[config.mk]
export PLATFORM = sky130hd
export DESIGN_NAME = servo_led_tick_sequencer_top
export DESIGN_NICKNAME = d
export VERILOG_FILES = /design/src/design/slts_pkg.sv /design/src/design/slts_core.sv /design/src/design/slts_out_stage.sv /design/src/design/servo_led_tick_sequencer_top.sv
export VERILOG_INCLUDE_DIRS = /design/src /design/src/design
export SDC_FILE = /design/constraint.sdc
export NUM_CORES = 1
export LEC_CHECK = 0
export ABC_AREA = 1
export BUFFER_PORTS_ARGS = -buffer_cell sky130_fd_sc_hd__buf_2
export CAP_MARGIN = 15
export CORE_MARGIN = 2
export CORE_UTILIZATION = 60
export DETAILED_ROUTE_END_ITERATION = 8
export GPL_ROUTABILITY_DRIVEN = 0
export GPL_TIMING_DRIVEN = 0
export PLACE_DENSITY = 0.81
export SETUP_SLACK_MARGIN = 0.02
export SYNTH_ARGS = -nofsm -noshare
export SYNTH_HDL_FRONTEND = slang
export SYNTH_SLANG_ARGS = --single-unit
[constraint.sdc]
create_clock -name clk -period 3.85 [get_ports clk]
set_input_delay 0.77 -clock clk [delete_from_list [all_inputs] [get_ports clk]]
set_output_delay 0.77 -clock clk [all_outputs]
set_load 0.005 [all_outputs]
[src/design/servo_led_tick_sequencer_top_assert.svh]
// Assertion macros for the servo/LED tick sequencer.
// Include this file inside a module body; it depends on nothing else.
`ifndef SERVO_LED_TICK_SEQUENCER_TOP_ASSERT_SVH
`define SERVO_LED_TICK_SEQUENCER_TOP_ASSERT_SVH

// Checks cons in the same cycle as ante, outside of reset.
`define SLTS_ASSERT_SAME(label, clk, rst_n, ante, cons, msg) \
  label: assert property (@(posedge clk) disable iff (!(rst_n)) (ante) |-> (cons)) \
    else $error(msg);

// Checks cons in the cycle after ante, outside of reset.
`define SLTS_ASSERT_NEXT(label, clk, rst_n, ante, cons, msg) \
  label: assert property (@(posedge clk) disable iff (!(rst_n)) (ante) |=> (cons)) \
    else $error(msg);

`endif

[src/design/slts_pkg.sv]
// Shared types and constants for the servo/LED tick sequencer.
// No dependencies; the core, result register and top level files import this package.
`timescale 1ns / 1ps
`default_nettype none

package slts_pkg;

  localparam int COMPARE_WIDTH = 16;
  localparam int CMP_EXT_W     = (COMPARE_WIDTH > 16) ? COMPARE_WIDTH : 16;

  localparam int IN_TDATA_W  = 40;
  localparam int OUT_TDATA_W = 48;

  localparam logic [COMPARE_WIDTH-1:0] SWEEP_HIGH = COMPARE_WIDTH'(32'h1BF);
  localparam logic [COMPARE_WIDTH-1:0] SWEEP_LOW  = COMPARE_WIDTH'(32'h66);
  localparam logic [COMPARE_WIDTH-1:0] STEP       = COMPARE_WIDTH'(32'd7);

  localparam logic [3:0] COLOR_END = 4'h8;
  localparam logic [3:0] UP_END    = 4'd11;
  localparam logic [4:0] DOWN_TOP  = 5'd10;
  localparam logic [4:0] DOWN_DONE = 5'h1F;

  localparam logic REQ_TICK = 1'b0;
  localparam logic REQ_LOAD = 1'b1;

  typedef enum logic [2:0] {
    MODE_SWEEP      = 3'd0,
    MODE_IDLE       = 3'd1,
    MODE_SCAN       = 3'd2,
    MODE_BLINK      = 3'd3,
    MODE_COUNT_UP   = 3'd4,
    MODE_COUNT_DOWN = 3'd5
  } slts_mode_t;

  typedef struct packed {
    logic        req_type;
    logic [2:0]  mode_select;
    logic [15:0] value_a;
    logic [15:0] value_b;
  } slts_item_t;

  typedef struct packed {
    logic [15:0] servo_compare;
    logic [2:0]  led_color;
    logic        led_lit;
    logic        number_valid;
    logic [3:0]  shown_number;
    logic [15:0] repeats_left;
    logic        busy_res;
  } slts_result_t;

endpackage

`default_nettype wire

[src/design/slts_core.sv]
// Sequencer state registers and the single-pass next-state logic for one item.
// Depends on slts_pkg and the assertion macro header.
`timescale 1ns / 1ps
`default_nettype none

module slts_core (
  input  logic                  clk,
  input  logic                  rst_n,
  input  logic                  step,
  input  slts_pkg::slts_item_t  item,
  output slts_pkg::slts_result_t result
);
  import slts_pkg::*;

  `include "servo_led_tick_sequencer_top_assert.svh"

  logic [COMPARE_WIDTH-1:0] compare_r, compare_nxt;
  logic                     sweep_r, sweep_nxt;
  slts_mode_t               mode_r, mode_nxt;
  logic                     scan_rising_r, scan_rising_nxt;
  logic [15:0]              scan_target_r, scan_target_nxt;
  logic [15:0]              repeat_r, repeat_nxt;
  logic [3:0]               blink_color_r, blink_color_nxt;
  logic                     blink_phase_r, blink_phase_nxt;
  logic [3:0]               up_r, up_nxt;
  logic [4:0]               down_r, down_nxt;
  logic [3:0]               led_r, led_nxt;

  logic [COMPARE_WIDTH-1:0] cmp_up, cmp_dn;
  logic [CMP_EXT_W-1:0]     up_ext, dn_ext, target_ext;
  logic [15:0]              rep_spent;
  logic [3:0]               blink_base;
  logic [3:0]               shown_led;
  logic                     num_valid;
  logic [3:0]               num;
  logic                     led_off_after;

  assign cmp_up     = compare_r + STEP;
  assign cmp_dn     = compare_r - STEP;
  assign up_ext     = CMP_EXT_W'(cmp_up);
  assign dn_ext     = CMP_EXT_W'(cmp_dn);
  assign target_ext = CMP_EXT_W'(scan_target_r);
  assign rep_spent  = (repeat_r != 16'd0) ? (repeat_r - 16'd1) : repeat_r;

  always_comb begin
    compare_nxt     = compare_r;
    sweep_nxt       = sweep_r;
    mode_nxt        = mode_r;
    scan_rising_nxt = scan_rising_r;
    scan_target_nxt = scan_target_r;
    repeat_nxt      = repeat_r;
    blink_color_nxt = blink_color_r;
    blink_phase_nxt = blink_phase_r;
    up_nxt          = up_r;
    down_nxt        = down_r;
    led_nxt         = led_r;
    blink_base      = blink_color_r;
    shown_led       = led_r;
    num_valid       = 1'b0;
    num             = 4'd0;
    led_off_after   = 1'b0;

    if (item.req_type == REQ_LOAD) begin
      case (item.mode_select)
        MODE_SWEEP: begin
          mode_nxt = MODE_SWEEP;
        end
        MODE_SCAN: begin
          mode_nxt        = MODE_SCAN;
          compare_nxt     = COMPARE_WIDTH'(item.value_a);
          scan_target_nxt = item.value_b;
          scan_rising_nxt = (item.value_a < item.value_b);
        end
        MODE_BLINK, MODE_COUNT_UP, MODE_COUNT_DOWN: begin
          repeat_nxt = item.value_a;
          mode_nxt   = (item.value_a == 16'd0) ? MODE_IDLE : slts_mode_t'(item.mode_select);
        end
        default: begin
          mode_nxt = MODE_IDLE;
        end
      endcase
    end else begin
      case (mode_r)
        MODE_SWEEP: begin
          if (sweep_r) begin
            compare_nxt = cmp_up;
            if (cmp_up >= SWEEP_HIGH) sweep_nxt = 1'b0;
          end else begin
            compare_nxt = cmp_dn;
            if (cmp_dn <= SWEEP_LOW) sweep_nxt = 1'b1;
          end
        end
        MODE_SCAN: begin
          if (scan_rising_r) begin
            compare_nxt = cmp_up;
            if (up_ext >= target_ext) mode_nxt = MODE_IDLE;
          end else begin
            compare_nxt = cmp_dn;
            if (dn_ext <= target_ext) mode_nxt = MODE_IDLE;
          end
        end
        MODE_BLINK: begin
          if (!blink_phase_r) begin
            blink_phase_nxt = 1'b1;
            // A finished color cycle wraps the color and spends one repeat.
            if (blink_color_r >= COLOR_END) begin
              blink_base = 4'd0;
              repeat_nxt = rep_spent;
              if (rep_spent == 16'd0) mode_nxt = MODE_IDLE;
            end
            led_nxt         = {1'b1, blink_base[2:0]};
            blink_color_nxt = blink_base + 4'd1;
            led_off_after   = (mode_nxt != MODE_BLINK);
          end else begin
            led_nxt         = 4'd0;
            blink_phase_nxt = 1'b0;
          end
        end
        MODE_COUNT_UP: begin
          led_nxt = 4'd0;
          if (up_r >= UP_END) begin
            up_nxt     = 4'd0;
            repeat_nxt = rep_spent;
            if (rep_spent == 16'd0) mode_nxt = MODE_IDLE;
          end else begin
            num_valid = 1'b1;
            num       = up_r;
            up_nxt    = up_r + 4'd1;
          end
        end
        MODE_COUNT_DOWN: begin
          led_nxt = 4'd0;
          if (down_r > DOWN_TOP) begin
            down_nxt   = DOWN_TOP;
            repeat_nxt = rep_spent;
            if (rep_spent == 16'd0) mode_nxt = MODE_IDLE;
          end else begin
            num_valid = 1'b1;
            num       = down_r[3:0];
            down_nxt  = (down_r == 5'd0) ? DOWN_DONE : (down_r - 5'd1);
          end
        end
        default: begin
        end
      endcase
      // The tick result shows the LED as set by this step; a blink that
      // just ended is switched off only afterwards.
      shown_led = led_nxt;
      if (led_off_after) led_nxt = 4'd0;
    end
  end

  always_ff @(posedge clk) begin
    if (!rst_n) begin
      compare_r     <= SWEEP_LOW;
      sweep_r       <= 1'b0;
      mode_r        <= MODE_SWEEP;
      scan_rising_r <= 1'b0;
      scan_target_r <= 16'd0;
      repeat_r      <= 16'd0;
      blink_color_r <= 4'd0;
      blink_phase_r <= 1'b0;
      up_r          <= 4'd0;
      down_r        <= DOWN_TOP;
      led_r         <= 4'd0;
    end else if (step) begin
      compare_r     <= compare_nxt;
      sweep_r       <= sweep_nxt;
      mode_r        <= mode_nxt;
      scan_rising_r <= scan_rising_nxt;
      scan_target_r <= scan_target_nxt;
      repeat_r      <= repeat_nxt;
      blink_color_r <= blink_color_nxt;
      blink_phase_r <= blink_phase_nxt;
      up_r          <= up_nxt;
      down_r        <= down_nxt;
      led_r         <= led_nxt;
    end
  end

  assign result.servo_compare = 16'(compare_nxt);
  assign result.led_color     = shown_led[3] ? shown_led[2:0] : 3'd0;
  assign result.led_lit       = shown_led[3];
  assign result.number_valid  = num_valid;
  assign result.shown_number  = num;
  assign result.repeats_left  = repeat_nxt;
  assign result.busy_res      = (mode_nxt inside {[MODE_SCAN:MODE_COUNT_DOWN]});

  `SLTS_ASSERT_SAME(a_number_only_when_counting, clk, rst_n,
    step && result.number_valid,
    (mode_r == MODE_COUNT_UP) || (mode_r == MODE_COUNT_DOWN),
    "shown number outside a count mode")
  `SLTS_ASSERT_NEXT(a_idle_tick_holds_compare, clk, rst_n,
    step && (item.req_type == REQ_TICK) && (mode_r == MODE_IDLE),
    compare_r == $past(compare_r),
    "idle tick moved the compare value")
  `SLTS_ASSERT_NEXT(a_tick_never_adds_repeats, clk, rst_n,
    step && (item.req_type == REQ_TICK),
    repeat_r <= $past(repeat_r),
    "tick increased the repeat count")
  `SLTS_ASSERT_NEXT(a_blink_off_phase_clears_led, clk, rst_n,
    step && (item.req_type == REQ_TICK) && (mode_r == MODE_BLINK) && blink_phase_r,
    (led_r == 4'd0) && !blink_phase_r,
    "blink off phase left the LED on")

endmodule

`default_nettype wire

[src/design/slts_out_stage.sv]
// Result register of the sequencer: holds one packed result until the
// downstream transfer completes. Depends on slts_pkg.
`timescale 1ns / 1ps
`default_nettype none

module slts_out_stage (
  input  logic                                 clk,
  input  logic                                 rst_n,
  input  logic                                 load,
  input  slts_pkg::slts_result_t               result,
  output logic                                 can_take,
  output logic                                 out_tvalid,
  input  logic                                 out_tready,
  // Fields from bit 0 up: servo_compare, led_color, led_lit, number_valid,
  // shown_number, repeats_left, busy_res, zero padding.
  output logic [slts_pkg::OUT_TDATA_W-1:0]     out_tdata
);
  import slts_pkg::*;

  logic                   out_valid_r;
  logic [OUT_TDATA_W-1:0] out_data_r;

  assign can_take = !out_valid_r || out_tready;

  always_ff @(posedge clk) begin
    if (!rst_n) begin
      out_valid_r <= 1'b0;
    end else if (load) begin
      out_valid_r <= 1'b1;
    end else if (out_tready) begin
      out_valid_r <= 1'b0;
    end
  end

  always_ff @(posedge clk) begin
    if (load) begin
      out_data_r <= OUT_TDATA_W'({result.busy_res, result.repeats_left, result.shown_number,
                                  result.number_valid, result.led_lit, result.led_color,
                                  result.servo_compare});
    end
  end

  assign out_tvalid = out_valid_r;
  assign out_tdata  = out_data_r;

endmodule

`default_nettype wire

[src/design/servo_led_tick_sequencer_top.sv]
// Servo/LED tick sequencer top level: input register, sequencer core and result register.
// An item passes the input register, then the result register, before its result appears.
// Throughput: one item per cycle (single-pass step logic) unless out_tready stalls it.
// Reset (rst_n low, synchronous): both stages empty, compare value 0x66, free sweep mode.
// Depends on slts_pkg, slts_core and slts_out_stage.
`timescale 1ns / 1ps
`default_nettype none

module servo_led_tick_sequencer_top (
  input  logic                             clk,
  input  logic                             rst_n,
  input  logic                             in_tvalid,
  output logic                             in_tready,
  // Fields from bit 0 up: mode_select, value_a, value_b, zero padding.
  input  logic [slts_pkg::IN_TDATA_W-1:0]  in_tdata,
  // Fields from bit 0 up: req_type.
  input  logic                             in_tuser,
  output logic                             out_tvalid,
  input  logic                             out_tready,
  // Fields from bit 0 up: servo_compare, led_color, led_lit, number_valid,
  // shown_number, repeats_left, busy_res, zero padding.
  output logic [slts_pkg::OUT_TDATA_W-1:0] out_tdata
);
  import slts_pkg::*;

  logic         in_valid_r;
  slts_item_t   in_item_r;
  logic         can_take;
  logic         advance;
  slts_result_t result;

  // An item moves from the input register into the result register when
  // the result register is empty or being drained in the same cycle.
  assign advance   = in_valid_r && can_take;
  assign in_tready = !in_valid_r || advance;

  always_ff @(posedge clk) begin
    if (!rst_n) begin
      in_valid_r <= 1'b0;
    end else if (in_tready) begin
      in_valid_r <= in_tvalid;
    end
  end

  always_ff @(posedge clk) begin
    if (in_tready && in_tvalid) begin
      in_item_r.req_type    <= in_tuser;
      in_item_r.mode_select <= in_tdata[2:0];
      in_item_r.value_a     <= in_tdata[18:3];
      in_item_r.value_b     <= in_tdata[34:19];
    end
  end

  slts_core u_core (
    .clk    (clk),
    .rst_n  (rst_n),
    .step   (advance),
    .item   (in_item_r),
    .result (result)
  );

  slts_out_stage u_out (
    .clk        (clk),
    .rst_n      (rst_n),
    .load       (advance),
    .result     (result),
    .can_take   (can_take),
    .out_tvalid (out_tvalid),
    .out_tready (out_tready),
    .out_tdata  (out_tdata)
  );

endmodule

`default_nettype wire

Yosys cells after proc, flatten, opt, wreduce, memory -nomap -nowiden
Index checks and enable logic that the tools add are counted.

storage, ports and cells
  flip-flop bits (word level) = 151
  input bits = 45
  output and inout bits = 50
  logic and storage cells = 124

cells by class
  add/sub/neg operators = 6
  order comparisons = 10
  eq/ne operators = 9
  mux-type cells = 54
  bitwise operators = 2
  reduce and logical (&&, ||, !) cells = 23

operators with widths
  cell                     count
  $mux W16                 11
  $pmux W16 S3             1
  $mux W4                  10
  $mux W3                  13
  $logic_not A16 Y1        2
  $pmux W16 S2             1
  $add A16 B3 Y16 const B  1
  $ge A16 B16 Y1           1
  $ge A16 B9 Y1 const B    1
  $le A16 B16 Y1           1
  $le A16 B7 Y1 const B    1
  $lt A16 B16 Y1           1
  $pmux W4 S2              2
  $reduce_bool A16 Y1      1
  $sub A16 B1 Y16 const B  1
  $sub A16 B3 Y16 const B  1
  $reduce_and A3 Y1        5
  $eq A3 B2 Y1 const B     4
  $eq A3 B3 Y1 const B     4
  $pmux W3 S4              1
  $mux W1                  11
  $mux W5                  2
  $pmux W3 S3              1
  $add A4 B1 Y4 const B    2
  18 further kinds         25

Depth between registers and ports, before layout
  word-level depth = 13
  gate-level depth with buffers = 25
  depth with buffers taken out = 24

Cells and area by module
Synthesis repeated with hierarchy kept, for this count alone.

unflattened totals
  cell total of the unflattened synthesis = 1301
  area, all modules = 9760.6 sq um

by module, submodules not included
  module                        times used  cells an instance  area an instance (sq um)  seq. area each (sq um)
  slts_core                     1           1201               7264.5                    1421.4
  slts_out_stage                1           55                 1356.3                    1281.2
  servo_led_tick_sequencer_top  1           45                 1139.8                    1101.1

Worst setup path after synthesis
OpenSTA, ideal clock, no wires.

  kind = flip-flop to flip-flop
  start = register u_core.compare_r[0]
  end = register u_out.out_data_r[41] (netlist: u_out.out_tdata[41]) (data pin)
  arrival time = 2.720 ns
  required time = 3.596 ns
  setup slack = 0.876 ns
  cell stages (with the launch flop) = 22
  buffers on the path = 0
  period minus slack after synthesis = 2.974 ns
  cells stage by stage = dfxtp_1 -> inv_1 -> ha_1 -> a21oi_2 -> nand3_2 -> nor2_2 -> xor2_2 -> inv_2 -> ha_1 -> nand2_1 -> nor3_1 -> nand3_1 -> nand4_1 -> nand2_1 -> nand3_1 -> nand2_1 -> inv_1 -> nand2_1 -> nand2_1 -> nand2_1 -> nand3_1 -> nand2_1

RTL lines
  what                    RTL line              source
  start, declared         slts_core.sv:17       logic [COMPARE_WIDTH-1:0] compare_r, compare_nxt;
  start signal, assigned  slts_core.sv:167      compare_r <= compare_nxt;
  end signal, assigned    slts_out_stage.sv:37  out_data_r <= OUT_TDATA_W'({result.busy_res, result.repeats_left, result.shown_number,
  end, declared           slts_out_stage.sv:21  logic [OUT_TDATA_W-1:0] out_data_r;

==> impl_metrics.tcl <==
set metrics [dict create \
    synthTopCellsByArea "edfxtp_1, dfxtp_1, nand2_1, a21oi_1, ha_1" \
    arrival_ns 3.75 \
    drtPass1Iterations 6 \
    synth.cell_area_um2 9550 \
    final.period_utilization_pct 92.9 \
    yosys.area.top_type_share_pct 24.5 \
    route.vias.total 9213 \
    r2r_start "u_core.compare_r[4]" \
    synth_compound_area_share_pct 19.3 \
    synth_top_area_cell "edfxtp_1" \
    rrSetupSlack_ns 0.27 \
    tritoncts_num_sinks 151 \
    drive_gt1_share_pct 15.4 \
    ys_async_sr_fraction_pct 0 \
    clock-root-buffer "clkbuf_16" \
    worst_slew_margin_rel_pct 23.3 \
    drv_cap 0 \
    remaining_drc_errors 0 \
    initial_core_util_pct 60.8 \
    crit_path_max_incr_delay_ns 0.49 \
    detail_route.wirelength_mm 26.5 \
    synth.ff_latch_count 151 \
    synth.mux.area_fraction_pct 0 \
    static-leakage-power_nw 4.92 \
    setup.worst_path.end "u_out.out_tdata[41]" \
    yosysSeqAreaShare_pct 39.8 \
    cell_repeated_most_along_the_worst_path "nand2_1" \
    worst-setup-path-type "reg2reg" \
    detail_route.vias_per_cell 5.83 \
    routedWlPerCell_um 16.8 \
    finClkSkew_ns 0.00591 \
    timing.fmax_ghz 0.280 \
    gr-total-overflow 0 \
    layout.cells.most_common "nand2_1" \
    result_of_the_run "completed" \
    grt_antenna_before_repair 0 \
    detailedRoute.firstIterationViolations 1187 \
    worst_r2r_path_depth 22 \
    slew_violations 0 \
    cts_hold_buffers 0 \
    floorplan.die.width_um 130 \
    wire_length_of_the_first_global_routing_pass_mm 41.7 \
    placementRows 46 \
    timing.final.setup_violations 0 \
    ant_nets 0 \
    synth-warning-count 0 \
    htree_num_levels 4 \
    placeableCoreArea_um2 15700 \
    nets 1450 \
    cts_buffers 17 \
    rsz0062_at_grt "no" \
    min-delay-path-class "reg2reg" \
    tritoncts_clock_tree "done" \
    cts-root-to-sink-buffers 2 \
    cells_resized_by_post_cts_repair 0 \
    synthSimpleGateAreaFrac_pct 21.0 \
    cp-end-kind "register" \
    number_of_hold_violations_in_the_final_report 0 \
    most_used_cells_in_the_layout_excluding_fill_and_tap_cells "nand2_1, inv_1, a21oi_1" \
    worst_ir_drop_vdd_v 0.000318 \
    synth_enable_flop_cells 78 \
    place_worst_setup_slack_ns 0.182 \
    total_power_divided_by_cell_area_nw_per_um2 409 \
    start_kind "register" \
    path_cells "nand2_1 > nor3_2 > nand3_1 > nand3b_1 > nor2_1 > nand2_1 > xor2_1 > inv_1 > ha_1 > a21o_1 > nand3_1 > nand2_1 > a21oi_1 > nand4_1 > nand2_1 > nand3_1 > nand2_1 > inv_1 > nand2_1 > a21boi_1 > nand2_1 > nand2_1" \
    post-cts-setup-buffers 0 \
    final.setup.worst_slack_ns 0.275 \
    cpMaxStageDelayCell "dfxtp_1" \
    synth_top_family_by_area "simple AND/OR/NAND/NOR gates" \
    synthToLayoutAreaGrowth_pct 14.3 \
    regToRegEndpoint "u_out.out_tdata[41]" \
    cp_data_required_time_ns 4.02 \
    boundaryPins 95 \
    synth-adder-area-share_pct 7.07 \
    timing.setup.tns_ns 0 \
    ys_dominant_reg_cell "edfxtp_1" \
    worst_slew_pin_slew_ns 1.15 \
    grt_max_degree 52 \
    netlist_instances 1243 \
    clock_pin_slew_of_the_registers_on_the_worst_case_setup_and_hold_paths_ns 0.06 \
    clock_latency_ns 0.43 \
    timing.critical_path.from "u_core.compare_r[4]" \
    synth_xor_xnor_area_share_pct 2.72 \
    grt_use_total_pct 31.8 \
    first_global_vias 8358 \
    synth_cell_types 55 \
    hpwl_mm 19.6 \
    synth.avg_cell_area_um2 7.69 \
    crit_path_max_fanout 7 \
    die_area_um2 16900 \
    insertedDiodeCount 0 \
    dieHeight_um 130 \
    period_minus_slack_ns 3.58 \
    place.port_buffers 83 \
]
worst max-delay path, delay by kind of cell, from the launching register on:
family,cells,cell delay [ns]
simple gates,15,1.67
flops,1,0.49
compound gates,3,0.44
fa+ha+maj,1,0.32
xor+xnor,1,0.26
buf+inv,2,0.16
logic make-up (layout without fill, tap and decap cells):
logic type,Yosys count,after routing
compound gates,339,339
flops,151,151
simple gates,431,431
other cells,1,6
fa+ha+maj,54,54
buf+inv,239,355
xor+xnor,28,28
flip-flops by register name, indices dropped and copies added (netlist names), 5 cells and up:
signal	count
in_item_r	36
u_core.compare_r	16
u_core.down_r	5
u_core.repeat_r	16
u_core.scan_target_r	16
u_out.out_tdata	42
power breakdown:
| group | total, mW | leakage [nW] | internal, mW | switching [mW] |
|---|---|---|---|---|
| clock network | 1.71 | 0.285 | 1.03 | 0.687 |
| registers | 1.85 | 1.35 | 1.79 | 0.0625 |
| logic | 0.901 | 3.28 | 0.297 | 0.604 |
| total | 4.47 | 4.92 | 3.11 | 1.35 |
synth_stat cells, drive strengths merged (3+ instances only):
| cell | count |
|---|---|
| inv | 190 |
| nand2 | 220 |
| o21ai | 144 |
| a21oi | 137 |
| o21bai | 3 |
| a211oi | 9 |
| o211ai | 6 |
| nor2 | 104 |
| o2111ai | 3 |
| a21o | 4 |
| buf | 19 |
| o22ai | 15 |
| nor3 | 15 |
| a31oi | 3 |
| o21a | 4 |
| clkbuf | 29 |
| nor4 | 9 |
| nand3 | 65 |
| edfxtp | 78 |
| nand4 | 15 |
| xor2 | 27 |
| dfxtp | 73 |
| ha | 54 |
cell type report:
cell class | instances | area [µm²]
Buffer | 48 | 240
Clock buffer | 19 | 433
Clock inverter | 13 | 170
Fill cell | 1270 | 4800
Inverter | 191 | 717
Multi-Input combinational cell | 858 | 4840
Sequential cell | 151 | 3800
Tap cell | 216 | 270
Timing Repair Buffer | 84 | 443
worst min path at each step:
stage                    startpoint         endpoint  slack [ns]  cells past startpoint
floorplan           u_core.led_r[0]  u_core.led_r[0]        0.45                      2
finish              u_core.led_r[1]  u_core.led_r[1]        0.47                      2
global placement    u_core.led_r[2]  u_core.led_r[2]        0.45                      2
detailed placement  u_core.led_r[3]  u_core.led_r[3]        0.46                      2
CTS                 u_core.led_r[3]  u_core.led_r[3]        0.47                      2
global route           in_tdata[27]     in_item_r[8]        0.50                      1
per-layer routing:
metal / track usage [%] / up-vias / wire [µm]
li1: - / 4406 / -
met1: 42.5 / 4131 / 10900
met2: 47.8 / 572 / 11400
met3: 8.41 / 104 / 2920
met4: 15.7 / 0 / 1210
met5: 0 / - / 0
stage by stage:
| stage | cell area [µm²] | hold WS, ns | cells | power, mW | util [%] |
|---|---|---|---|---|---|
| CTS | 10900 | 0.469 | 1579 | 4.43 | 69.1 |
| global placement | 10300 | 0.451 | 1547 | 2.71 | 65.3 |
| global route | 10900 | 0.498 | 1580 | 4.65 | 69.5 |
| floorplan | 9570 | 0.445 | 1248 | 2.48 | - |
| finish | 10900 | 0.469 | 1580 | 4.47 | 69.5 |
| detailed placement | 10300 | 0.459 | 1547 | 2.73 | 65.3 |
Power figures use the tool's default switching activity.
